$ cat config.mk
export PLATFORM = sky130hd
export DESIGN_NAME = sha256_stream_hasher
export DESIGN_NICKNAME = d
export VERILOG_FILES = /design/src/rtl/core/sha256_pkg.sv /design/src/rtl/core/sha256_stream_hasher.sv
export SDC_FILE = /design/constraint.sdc
export NUM_CORES = 2
export LEC_CHECK = 0
export ABC_AREA = 1
export BUFFER_PORTS_ARGS = -buffer_cell sky130_fd_sc_hd__buf_2
export CAP_MARGIN = 10
export CORE_AREA = 2 2 567 569
export CTS_BUF_LIST = sky130_fd_sc_hd__clkbuf_16
export CTS_CLUSTER_SIZE = 28
export DETAILED_ROUTE_END_ITERATION = 10
export DIE_AREA = 0 0 569 571
export SLEW_MARGIN = 40
export SYNTH_ARGS = -nofsm -noshare
export SYNTH_HDL_FRONTEND = slang
export SYNTH_SLANG_ARGS = --single-unit
$ cat constraint.sdc
create_clock -name clk -period 22.4 [get_ports clk]
set_clock_uncertainty 0.2 [all_clocks]
set_input_delay 4.48 -clock clk [delete_from_list [all_inputs] [get_ports clk]]
set_output_delay 4.48 -clock clk [all_outputs]
set_load 0.05 [all_outputs]
$ cat src/rtl/core/sha256_pkg.sv
package sha256_pkg;

    localparam int unsigned NumRounds = 64;

    typedef logic [31:0] word32_t;

    function automatic word32_t round_const(input logic [5:0] idx);
        word32_t k;
        k = 32'h0;
        unique case (idx)
            6'd0:  k = 32'h428a2f98; 6'd1:  k = 32'h71374491;
            6'd2:  k = 32'hb5c0fbcf; 6'd3:  k = 32'he9b5dba5;
            6'd4:  k = 32'h3956c25b; 6'd5:  k = 32'h59f111f1;
            6'd6:  k = 32'h923f82a4; 6'd7:  k = 32'hab1c5ed5;
            6'd8:  k = 32'hd807aa98; 6'd9:  k = 32'h12835b01;
            6'd10: k = 32'h243185be; 6'd11: k = 32'h550c7dc3;
            6'd12: k = 32'h72be5d74; 6'd13: k = 32'h80deb1fe;
            6'd14: k = 32'h9bdc06a7; 6'd15: k = 32'hc19bf174;
            6'd16: k = 32'he49b69c1; 6'd17: k = 32'hefbe4786;
            6'd18: k = 32'h0fc19dc6; 6'd19: k = 32'h240ca1cc;
            6'd20: k = 32'h2de92c6f; 6'd21: k = 32'h4a7484aa;
            6'd22: k = 32'h5cb0a9dc; 6'd23: k = 32'h76f988da;
            6'd24: k = 32'h983e5152; 6'd25: k = 32'ha831c66d;
            6'd26: k = 32'hb00327c8; 6'd27: k = 32'hbf597fc7;
            6'd28: k = 32'hc6e00bf3; 6'd29: k = 32'hd5a79147;
            6'd30: k = 32'h06ca6351; 6'd31: k = 32'h14292967;
            6'd32: k = 32'h27b70a85; 6'd33: k = 32'h2e1b2138;
            6'd34: k = 32'h4d2c6dfc; 6'd35: k = 32'h53380d13;
            6'd36: k = 32'h650a7354; 6'd37: k = 32'h766a0abb;
            6'd38: k = 32'h81c2c92e; 6'd39: k = 32'h92722c85;
            6'd40: k = 32'ha2bfe8a1; 6'd41: k = 32'ha81a664b;
            6'd42: k = 32'hc24b8b70; 6'd43: k = 32'hc76c51a3;
            6'd44: k = 32'hd192e819; 6'd45: k = 32'hd6990624;
            6'd46: k = 32'hf40e3585; 6'd47: k = 32'h106aa070;
            6'd48: k = 32'h19a4c116; 6'd49: k = 32'h1e376c08;
            6'd50: k = 32'h2748774c; 6'd51: k = 32'h34b0bcb5;
            6'd52: k = 32'h391c0cb3; 6'd53: k = 32'h4ed8aa4a;
            6'd54: k = 32'h5b9cca4f; 6'd55: k = 32'h682e6ff3;
            6'd56: k = 32'h748f82ee; 6'd57: k = 32'h78a5636f;
            6'd58: k = 32'h84c87814; 6'd59: k = 32'h8cc70208;
            6'd60: k = 32'h90befffa; 6'd61: k = 32'ha4506ceb;
            6'd62: k = 32'hbef9a3f7; 6'd63: k = 32'hc67178f2;
            default: k = 32'h0;
        endcase
        return k;
    endfunction

    function automatic word32_t init_hash(input logic [2:0] idx);
        word32_t h;
        h = 32'h0;
        unique case (idx)
            3'd0: h = 32'h6a09e667; 3'd1: h = 32'hbb67ae85;
            3'd2: h = 32'h3c6ef372; 3'd3: h = 32'ha54ff53a;
            3'd4: h = 32'h510e527f; 3'd5: h = 32'h9b05688c;
            3'd6: h = 32'h1f83d9ab; 3'd7: h = 32'h5be0cd19;
            default: h = 32'h0;
        endcase
        return h;
    endfunction

    localparam logic [7:0] PadMarker = 8'h80;

endpackage

$ cat src/rtl/core/sha256_stream_hasher.sv
// Input: a byte that does not fill a block is taken without a stall. A byte that fills one
// stalls the input through load, 64 rounds at one a cycle, and fold.
// Message end: padding bytes go into the buffer memory one per cycle up to byte 55 (byte 63 for
// the first of two blocks); 8 length bytes follow; each padded block, one or two, is compressed.
// Throughput: one byte per cycle while the input is not stalled; then four 64-bit digest parts, one per handshake.
// Reset (rst_n low, async): chaining words to the initial hash, counts to zero.
module sha256_stream_hasher
    import sha256_pkg::*;
(
    input  logic        clk,
    input  logic        rst_n,
    input  logic        in_valid,
    output logic        in_stall,
    input  logic [7:0]  data_byte,
    input  logic        byte_present,
    input  logic        message_end,
    output logic        out_valid,
    input  logic        out_stall,
    output logic [63:0] digest_part,
    output logic [1:0]  part_number,
    output logic        last_part
);

    typedef enum logic [3:0] {
        S_IDLE,
        S_PAD,
        S_LEN,
        S_LOAD,
        S_ROUND,
        S_FOLD,
        S_EMIT
    } state_t;

    // Block buffer memory: 16 words of 32 bits, byte-write enabled, registered read.
    word32_t buf_mem [16];

    state_t        state_reg, state_next;
    word32_t       hash_reg [8];
    word32_t       wv_reg [8];   // a..h
    logic [5:0]    fill_reg;
    logic [63:0]   total_reg;
    logic [6:0]    rnd_reg;
    logic          final_reg;    // this compression ends the message
    logic          second_reg;   // a further padded block follows
    logic [1:0]    part_reg;
    logic          out_valid_reg;
    logic          pad_first_reg; // 0x80 marker still to be written

    // Schedule window: the last 16 W values in a shift of registers;
    // win_reg[i] holds w[t-16+i] during round t, so taps sit at fixed places.
    word32_t       win_reg [16];

    logic          accept;
    logic [3:0]    wr_word;
    logic [1:0]    wr_lane;
    logic [7:0]    wr_byte;
    logic          wr_en;
    word32_t       rd_word_reg;
    logic [3:0]    rd_addr;
    logic [63:0]   bit_len;

    assign accept    = in_valid && !in_stall;
    assign in_stall  = (state_reg != S_IDLE);
    assign out_valid = out_valid_reg;
    assign last_part = (part_reg == 2'd3);
    assign part_number = part_reg;
    assign digest_part = {hash_reg[{part_reg, 1'b0}], hash_reg[{part_reg, 1'b1}]};
    assign bit_len   = {total_reg[60:0], 3'b000};

    // Buffer write port select.
    always_comb
    begin
        wr_en   = 1'b0;
        wr_byte = data_byte;
        wr_word = fill_reg[5:2];
        wr_lane = fill_reg[1:0];
        if (state_reg == S_IDLE && accept && byte_present)
        begin
            wr_en = 1'b1;
        end
        else if (state_reg == S_PAD)
        begin
            wr_en   = 1'b1;
            wr_byte = pad_first_reg ? PadMarker : 8'h00;
        end
        else if (state_reg == S_LEN)
        begin
            wr_en   = 1'b1;
            // bytes 56..63 take the bit length, most significant first
            wr_byte = bit_len[{~fill_reg[2:0], 3'b000} +: 8];
        end
    end

    always_ff @(posedge clk)
    begin
        if (wr_en)
        begin
            unique case (wr_lane)
                2'd0: buf_mem[wr_word][31:24] <= wr_byte;
                2'd1: buf_mem[wr_word][23:16] <= wr_byte;
                2'd2: buf_mem[wr_word][15:8]  <= wr_byte;
                default: buf_mem[wr_word][7:0] <= wr_byte;
            endcase
        end
    end

    // The buffer read runs one word ahead of the round counter:
    // S_LOAD primes word 0, round t reads word t+1.
    assign rd_addr = (state_reg == S_ROUND) ? rnd_reg[3:0] + 4'd1 : 4'd0;
    always_ff @(posedge clk)
    begin
        rd_word_reg <= buf_mem[rd_addr];
    end

    // Schedule: W for round t (t from rnd counter during S_ROUND).
    word32_t w_cur, p15, p2, sg0, sg1, s1, ch, t1, s0, mj;
    always_comb
    begin
        p15 = win_reg[1];
        p2  = win_reg[14];
        sg0 = {p15[6:0], p15[31:7]} ^ {p15[17:0], p15[31:18]} ^ (p15 >> 3);
        sg1 = {p2[16:0], p2[31:17]} ^ {p2[18:0], p2[31:19]} ^ (p2 >> 10);
        if (rnd_reg < 7'd16)
            w_cur = rd_word_reg;
        else
            w_cur = win_reg[0] + sg0 + win_reg[9] + sg1;
        s1 = {wv_reg[4][5:0], wv_reg[4][31:6]} ^ {wv_reg[4][10:0], wv_reg[4][31:11]}
           ^ {wv_reg[4][24:0], wv_reg[4][31:25]};
        ch = (wv_reg[4] & wv_reg[5]) ^ (~wv_reg[4] & wv_reg[6]);
        t1 = wv_reg[7] + s1 + ch + round_const(rnd_reg[5:0]) + w_cur;
        s0 = {wv_reg[0][1:0], wv_reg[0][31:2]} ^ {wv_reg[0][12:0], wv_reg[0][31:13]}
           ^ {wv_reg[0][21:0], wv_reg[0][31:22]};
        mj = (wv_reg[0] & wv_reg[1]) ^ (wv_reg[0] & wv_reg[2]) ^ (wv_reg[1] & wv_reg[2]);
    end

    always_comb
    begin
        state_next = state_reg;
        unique case (state_reg)
            S_IDLE:
            begin
                if (accept)
                begin
                    if (byte_present && fill_reg == 6'd63)
                        state_next = S_LOAD;
                    else if (message_end)
                        state_next = S_PAD;
                end
            end
            S_PAD:  if (fill_reg == 6'd55 && !second_reg) state_next = S_LEN;
                    else if (fill_reg == 6'd63) state_next = S_LOAD;
            S_LEN:  if (fill_reg == 6'd63) state_next = S_LOAD;
            S_LOAD: state_next = S_ROUND;
            S_ROUND: if (rnd_reg == 7'd63) state_next = S_FOLD;
            S_FOLD:
            begin
                if (second_reg)      state_next = S_PAD;
                else if (final_reg)  state_next = S_EMIT;
                else                 state_next = S_IDLE;
            end
            S_EMIT: if (!out_stall && part_reg == 2'd3) state_next = S_IDLE;
            default: state_next = S_IDLE;
        endcase
    end

    always_ff @(posedge clk or negedge rst_n)
    begin
        if (!rst_n)
        begin
            state_reg     <= S_IDLE;
            fill_reg      <= '0;
            total_reg     <= '0;
            rnd_reg       <= '0;
            final_reg     <= 1'b0;
            second_reg    <= 1'b0;
            part_reg      <= '0;
            out_valid_reg <= 1'b0;
            for (int i = 0; i < 8; i++)
                hash_reg[i] <= init_hash(3'(i));
        end
        else
        begin
            state_reg <= state_next;
            unique case (state_reg)
                S_IDLE:
                begin
                    if (accept)
                    begin
                        logic [5:0] f;
                        f = fill_reg;
                        if (byte_present)
                        begin
                            total_reg <= total_reg + 64'd1;
                            f = fill_reg + 6'd1;
                        end
                        final_reg <= message_end;
                        if (byte_present && fill_reg == 6'd63)
                        begin
                            // full block first; an end word pads a fresh block after it
                            fill_reg   <= 6'd0;
                            second_reg <= message_end;
                        end
                        else if (message_end)
                        begin
                            // 0x80 marker goes in the S_PAD first cycle's slot
                            fill_reg   <= f;
                            second_reg <= (f > 6'd55);
                        end
                        else
                            fill_reg <= f;
                    end
                end
                S_PAD, S_LEN:
                begin
                    // wraps to 0 after byte 63
                    fill_reg <= fill_reg + 6'd1;
                end
                S_LOAD: rnd_reg <= 7'd0;
                S_ROUND: rnd_reg <= rnd_reg + 7'd1;
                S_FOLD:
                begin
                    rnd_reg <= 7'd0;
                    for (int i = 0; i < 8; i++)
                        hash_reg[i] <= hash_reg[i] + wv_reg[i];
                    if (second_reg)
                    begin
                        second_reg <= 1'b0;
                        fill_reg   <= 6'd0;
                    end
                    else if (final_reg)
                    begin
                        out_valid_reg <= 1'b1;
                        part_reg      <= 2'd0;
                    end
                end
                S_EMIT:
                begin
                    if (!out_stall)
                    begin
                        part_reg <= part_reg + 2'd1;
                        if (part_reg == 2'd3)
                        begin
                            out_valid_reg <= 1'b0;
                            final_reg     <= 1'b0;
                            total_reg     <= '0;
                            fill_reg      <= '0;
                            for (int i = 0; i < 8; i++)
                                hash_reg[i] <= init_hash(3'(i));
                        end
                    end
                end
                default: ;
            endcase
        end
    end

    // Round datapath and schedule window taps.
    always_ff @(posedge clk)
    begin
        if (state_reg == S_LOAD)
        begin
            for (int i = 0; i < 8; i++)
                wv_reg[i] <= hash_reg[i];
        end
        else if (state_reg == S_ROUND)
        begin
            wv_reg[7] <= wv_reg[6];
            wv_reg[6] <= wv_reg[5];
            wv_reg[5] <= wv_reg[4];
            wv_reg[4] <= wv_reg[3] + t1;
            wv_reg[3] <= wv_reg[2];
            wv_reg[2] <= wv_reg[1];
            wv_reg[1] <= wv_reg[0];
            wv_reg[0] <= t1 + s0 + mj;
            for (int i = 0; i < 15; i++)
                win_reg[i] <= win_reg[i + 1];
            win_reg[15] <= w_cur;
        end
    end

    // Marker pending from the end word until the first S_PAD cycle; it waits
    // out the compression when the end word also filled a block.
    always_ff @(posedge clk or negedge rst_n)
    begin
        if (!rst_n)
            pad_first_reg <= 1'b0;
        else if (accept && message_end)
            pad_first_reg <= 1'b1;
        else if (state_reg == S_PAD)
            pad_first_reg <= 1'b0;
    end

    assert property (@(posedge clk) disable iff (!rst_n)
        out_valid |-> state_reg == S_EMIT)
        else $error("digest shown outside emit");
    assert property (@(posedge clk) disable iff (!rst_n)
        (state_reg == S_ROUND) |-> rnd_reg < 7'd64)
        else $error("round counter overrun");
    assert property (@(posedge clk) disable iff (!rst_n)
        (out_valid && out_stall) |=> $stable(part_reg))
        else $error("part advanced while stalled");

endmodule
**Word-level counts from Yosys, hierarchy flattened**

Memories as Yosys holds them, arrays and structs flattened. A register that Yosys moved wholly into a read port is not among the register bits.
Index checks and enable logic that the tools add are counted.

- Shifts and indexed selects: 1
- Reductions and logical operators: 30
- Bitwise operators: 28
- $add $sub $neg: 23
- Equal/unequal tests: 22
- $lt $le $gt $ge: 4
- Mux-type cells: 85

Operator list:

| kind | number |
|---|---|
| 32-bit adder | 18 |
| 256-bit two-way mux | 2 |
| 256-bit case mux with 2 select lines | 1 |
| 32-bit two-way mux | 13 |
| 32-bit XOR | 9 |
| 64-bit two-way mux | 4 |
| 32-bit binary-select mux with 3-bit select | 2 |
| 32-bit bitwise AND | 5 |
| 64-bit case mux with 2 select lines | 1 |
| 64-bit by 1-bit adder with 64-bit output (second input constant) | 1 |
| 64-bit by 7-bit variable part select with 8-bit output | 1 |
| 6-bit two-way mux | 8 |
| 4-bit two-way mux | 8 |
| 8-bit two-way mux | 4 |
| 32-bit NOT | 1 |
| 32-bit by 22-bit XOR with 32-bit output | 1 |
| 32-bit by 29-bit XOR with 32-bit output | 1 |
| 1-bit two-way mux | 30 |
| 4-bit case mux with 7 select lines | 1 |
| 6-bit case mux with 4 select lines | 1 |
| 2-bit != test (second input constant) | 9 |
| 5-bit AND reduction | 3 |
| 7-bit case mux with 2 select lines | 1 |
| 4-bit by 3-bit equality test with 1-bit output (second input constant) | 3 |
| 31 further kinds | 65 |

- Bits in read-only memories: 2,048
- Memories kept: 4
- Input bits: 14
- RAM bits: 1,280
- Logic and storage cells: 214
- Output and inout port bits: 69
- Flip-flop bits (word level): 343

Memory list:

| memory | words | bits a word | read ports | clocked after Yosys merged registers in | wr ports | line | text |
|---|---|---|---|---|---|---|---|
| (name not given) | 64 | 32 | 1 | 0 | 0 | sha256_pkg.sv:10 | `unique case (idx)` |
| buf_mem | 16 | 32 | 1 | 1 | 1 | sha256_stream_hasher.sv:35 | `word32_t buf_mem [16];` |
| win_reg | 16 | 32 | 16 | 0 | 16 | sha256_stream_hasher.sv:51 | `word32_t win_reg [16];` |
| wv_reg | 8 | 32 | 8 | 0 | 8 | sha256_stream_hasher.sv:39 | `word32_t wv_reg [8];` |

**Longest topological paths before layout**

An unclocked memory read counts as a cell.

- Depth after elaboration: 11
- Depth in mapped cells: 51
- Mapped depth without buffers: 51

**Worst setup path before layout**

No wires, ideal clock.

- Kind: reg2reg
- Start: register state_reg[1]
- End: memory win_reg[0][0] in the netlist's numbering, enable pin
- Period minus slack after synthesis: 16,309 ps
- Cell stages (with the launch flop): 6
- Arrival: 15,033 ps
- Setup slack: 6,091 ps
- Required time: 21,124 ps
- Buffers on the path: 2
- Library setup time: 1,076 ps
- Cells stage by stage: dfrtp_1 -> inv_2 -> nand3_2 -> nor2_4 -> clkbuf_1 -> clkbuf_1

RTL lines:

| element | line | text |
|---|---|---|
| start: declaration | sha256_stream_hasher.sv:37 | `state_t state_reg, state_next;` |
| start signal: assignment | sha256_stream_hasher.sv:183 | `state_reg <= state_next;` |
| end: declaration | sha256_stream_hasher.sv:51 |  |

==> flow_summary_export.csv <==
group,metric,value,unit
timing,fin_ws,11.53,ns
clocking,clk_pin_slew,0.06,ns
logic_synthesis,netlist.area_leader.share,40.4,%
global_routing,grt_overflow,0,
worst_setup_path,r2r-end,"wv_reg[0][27]",
logic_synthesis,synth-seq-area-share,50.1,%
logic_synthesis,yosysMostFrequentCell,"nand2_1",
route,viasPerCell,5.29,
final_layout,final_util,33.5,%
worst_hold_path,worstHoldPathType,"reg -> reg",
global_routing,antenna_found_initial,23,
logic_synthesis,yosys.area.top_type,"edfxtp_1",
status,status,"finished clean",
logic_synthesis,ys_top_cells_by_count,"nand2_1 (1808), edfxtp_1 (1280), inv_1 (1226), o21ai_0 (1039), nor2_1 (811)",
logic_synthesis,synth-seq-cells,1652,
worst_setup_path,r2r_slack,11.53,ns
logic_synthesis,ys_top_cells_by_area,"edfxtp_1 (40%), nand2_1 (7.1%), o21ai_0 (5.5%)",
floorplan,ios,83,
flow_run,drv_cap,0,
floorplan,num_rows,208,
worst_setup_path,rr_startpoint,"win_reg[1][214]",
timing,worst_pin_slew,1.03,ns
timing,setup_viol,0,
logic_synthesis,synth_nets,10803,
logic_synthesis,synth_compound_area_share,15.1,%
logic_synthesis,synth_top_family_by_area,"compound AO/OA/AOI/OAI gates",
route,route.detailed.drc,0,
global_routing,grt_max_degree,166,
timing,hold_viol,0,
global_routing,grt_usage,22.6,%
floorplan,die_w,569,microns
logic_synthesis,async_flop_share,20.6,%
placement,dp_slack,11.66,ns
floorplan,start_util,29.8,%
route,drt_iter0_markers,8993,
clocking,root_buffer,"clkbuf_16",
worst_setup_path,cp-end-kind,"flip-flop",
logic_synthesis,synth_edf_count,1280,
timing,rsz0062_at_grt,"false",
floorplan,fp.dieH,571,microns
worst_hold_path,min_to,"win_reg[1][40]",
clocking,cts_tree,"built",
placement,dp_hpwl,283000,microns
worst_hold_path,holdPathStages,0,
worst_setup_path,cp_slowest_stage_delay,0.68,ns
timing,fin_crit,10.87,ns
timing,fmax,92.0,MHz
placement,gp_congestion,1.01,
clocking,cts_buffer_depth,4,
floorplan,die-area,325000,sq um
clocking,h-tree-depth,4,
route,firstDrtPassIters,6,
global_routing,grt_pass1_wl,537000,microns
logic_synthesis,yosys_warnings,0,
logic_synthesis,synthXorXnorAreaFrac,4.27,%
clocking,numCtsBuffers,192,
worst_setup_path,worstPathArrival,11.28,ns
timing,period_share,48.5,%
final_layout,design.final.nets,10804,
clocking,clk-insertion-delay-late,0.92,ns
final_layout,drive_gt1_share,7.87,%
logic_synthesis,synthSimpleGateAreaFrac,14.4,%
logic_synthesis,synthFlopType,"edfxtp_1",
placement,io_buffers,82,
worst_setup_path,rr_worst_depth,41,
logic_synthesis,muxShareOfSynthArea,0.0105,%
logic_synthesis,syn_avg_cell_area,9.35,sq um
timing,relSlewSlack,31.0,%
clocking,cts_resized,0,
logic_synthesis,synthAdderAreaFrac,9.51,%
worst_setup_path,setup.worst_path.start_class,"flip-flop",
worst_setup_path,cp.required,22.81,ns
worst_setup_path,path_max_fanout,5,
worst_setup_path,critPathSlowestCell,"o21ai_0",
clocking,ctsHoldBuffers,0,
timing,drv_slew,0,
floorplan,core,319000,sq um
final_layout,nFillCells,32695,
logic_synthesis,synth_cell_types,77,
global_routing,grt_pass1_vias,72613,
worst_setup_path,worst_path_most_repeated_cell,"inv_1",
clocking,postCtsSetupBuffers,0,
timing,fin_tns_setup,0,ns
logic_synthesis,synth_area,95200,sq um
logic_synthesis,synthCells,10186,
route,wirelength,377000,microns
worst_setup_path,crit_type,"reg -> reg",
timing,hold_slack,0.205,ns
route,wire_per_inst,25.9,microns
worst_hold_path,hp-start,"win_reg[1][72]",
route,ant_nets,0,
clocking,clock-sinks,1652,
route,vias,77012,
final_layout,area_growth,12.5,%
how the worst max path moves through the flow:
| stage | endpoint | cells past startpoint | start |
|---|---|---|---|
| global placement | wv_reg[0][30] | 41 | win_reg[1][214] |
| floorplan | win_reg[0][0] | 5 | state_reg[1] |
| detailed placement | wv_reg[0][28] | 38 | win_reg[1][214] |
| finish | wv_reg[0][27] | 41 | win_reg[1][214] |
| global route | wv_reg[0][27] | 41 | win_reg[1][214] |
| CTS | wv_reg[0][28] | 38 | win_reg[1][214] |
stage by stage:
stage               std cells  instance area [sq um]
finish                  14556                 107000
CTS                     14544                 107000
floorplan               10186                  95200
global route            14551                 107000
detailed placement      14193                 101000
global placement        14191                 100000
critical path, delay by kind of cell (launching register included):
family,cells,cell delay (ns)
adder cells (fa/ha/maj),9,4.06
AND/OR/NAND/NOR,8,0.79
AO/OA/AOI/OAI,12,3.55
flip-flops,1,0.49
XOR/XNOR,4,0.97
buffers and inverters,8,0.56
routing by layer:
metal  wire, microns  global-route usage (%)  part of all wire (%)  vias to the layer above
li1                -                       -                     -                    35055
met1          162000                    31.2                    43                    37834
met2          159000                    33.3                    42                     3501
met3           33200                    4.64                   8.8                      612
met4           22800                    11.8                   6.0                       10
met5              75                       0                 0.020                        -
logic make-up after synthesis:
logic type                 count (synthesis)
xor gates and xnor gates                 464
DFF                                     1652
and+or+nand+nor                         3316
adders and majority gates                607
other                                      1
muxes                                      1
buffers and inverters                   1636
AOI/OAI and AO/OA                       2509
cell type report:
type / count / area (sq um) / area share [%]
clock buffer: 194 / 4850 / 4.53
tap: 4200 / 5260 / 4.91
timing repair buffer: 194 / 1380 / 1.28
antenna: 12 / 30.0 / 0.0280
multi-input combinational: 6898 / 41600 / 38.8
inverter: 1249 / 4720 / 4.41
sequential: 1652 / 47800 / 44.6
clock inverter: 157 / 1550 / 1.45
cell usage in the layout (no fill, tap or decap), types with 26 or more instances in the layout:
cell,n
xnor2_1,193
o31ai_1,30
buf_4,98
nor2_2,41
nor2_1,770
o21ai_0,1003
edfxtp_1,1280
o22ai_1,144
dfxtp_1,32
clkinv_1,36
ha_1,407
dfrtp_1,203
nor3_1,133
o221ai_1,97
a21oi_1,720
a31oi_1,59
a221oi_1,30
o211ai_1,56
nand4_1,72
clkbuf_16,194
buf_2,81
or2_2,62
clkinv_2,35
o21bai_1,82
nand2_1,1803
fa_1,196
nand3_1,337
inv_1,1253
a21o_1,93
xor2_1,271
dfstp_2,136
nor4_1,36
bufinv_16,26
o21ai_1,43
Power is not shown: default switching activity piles up to over one toggle a cycle in this logic, so the estimate is an artifact.
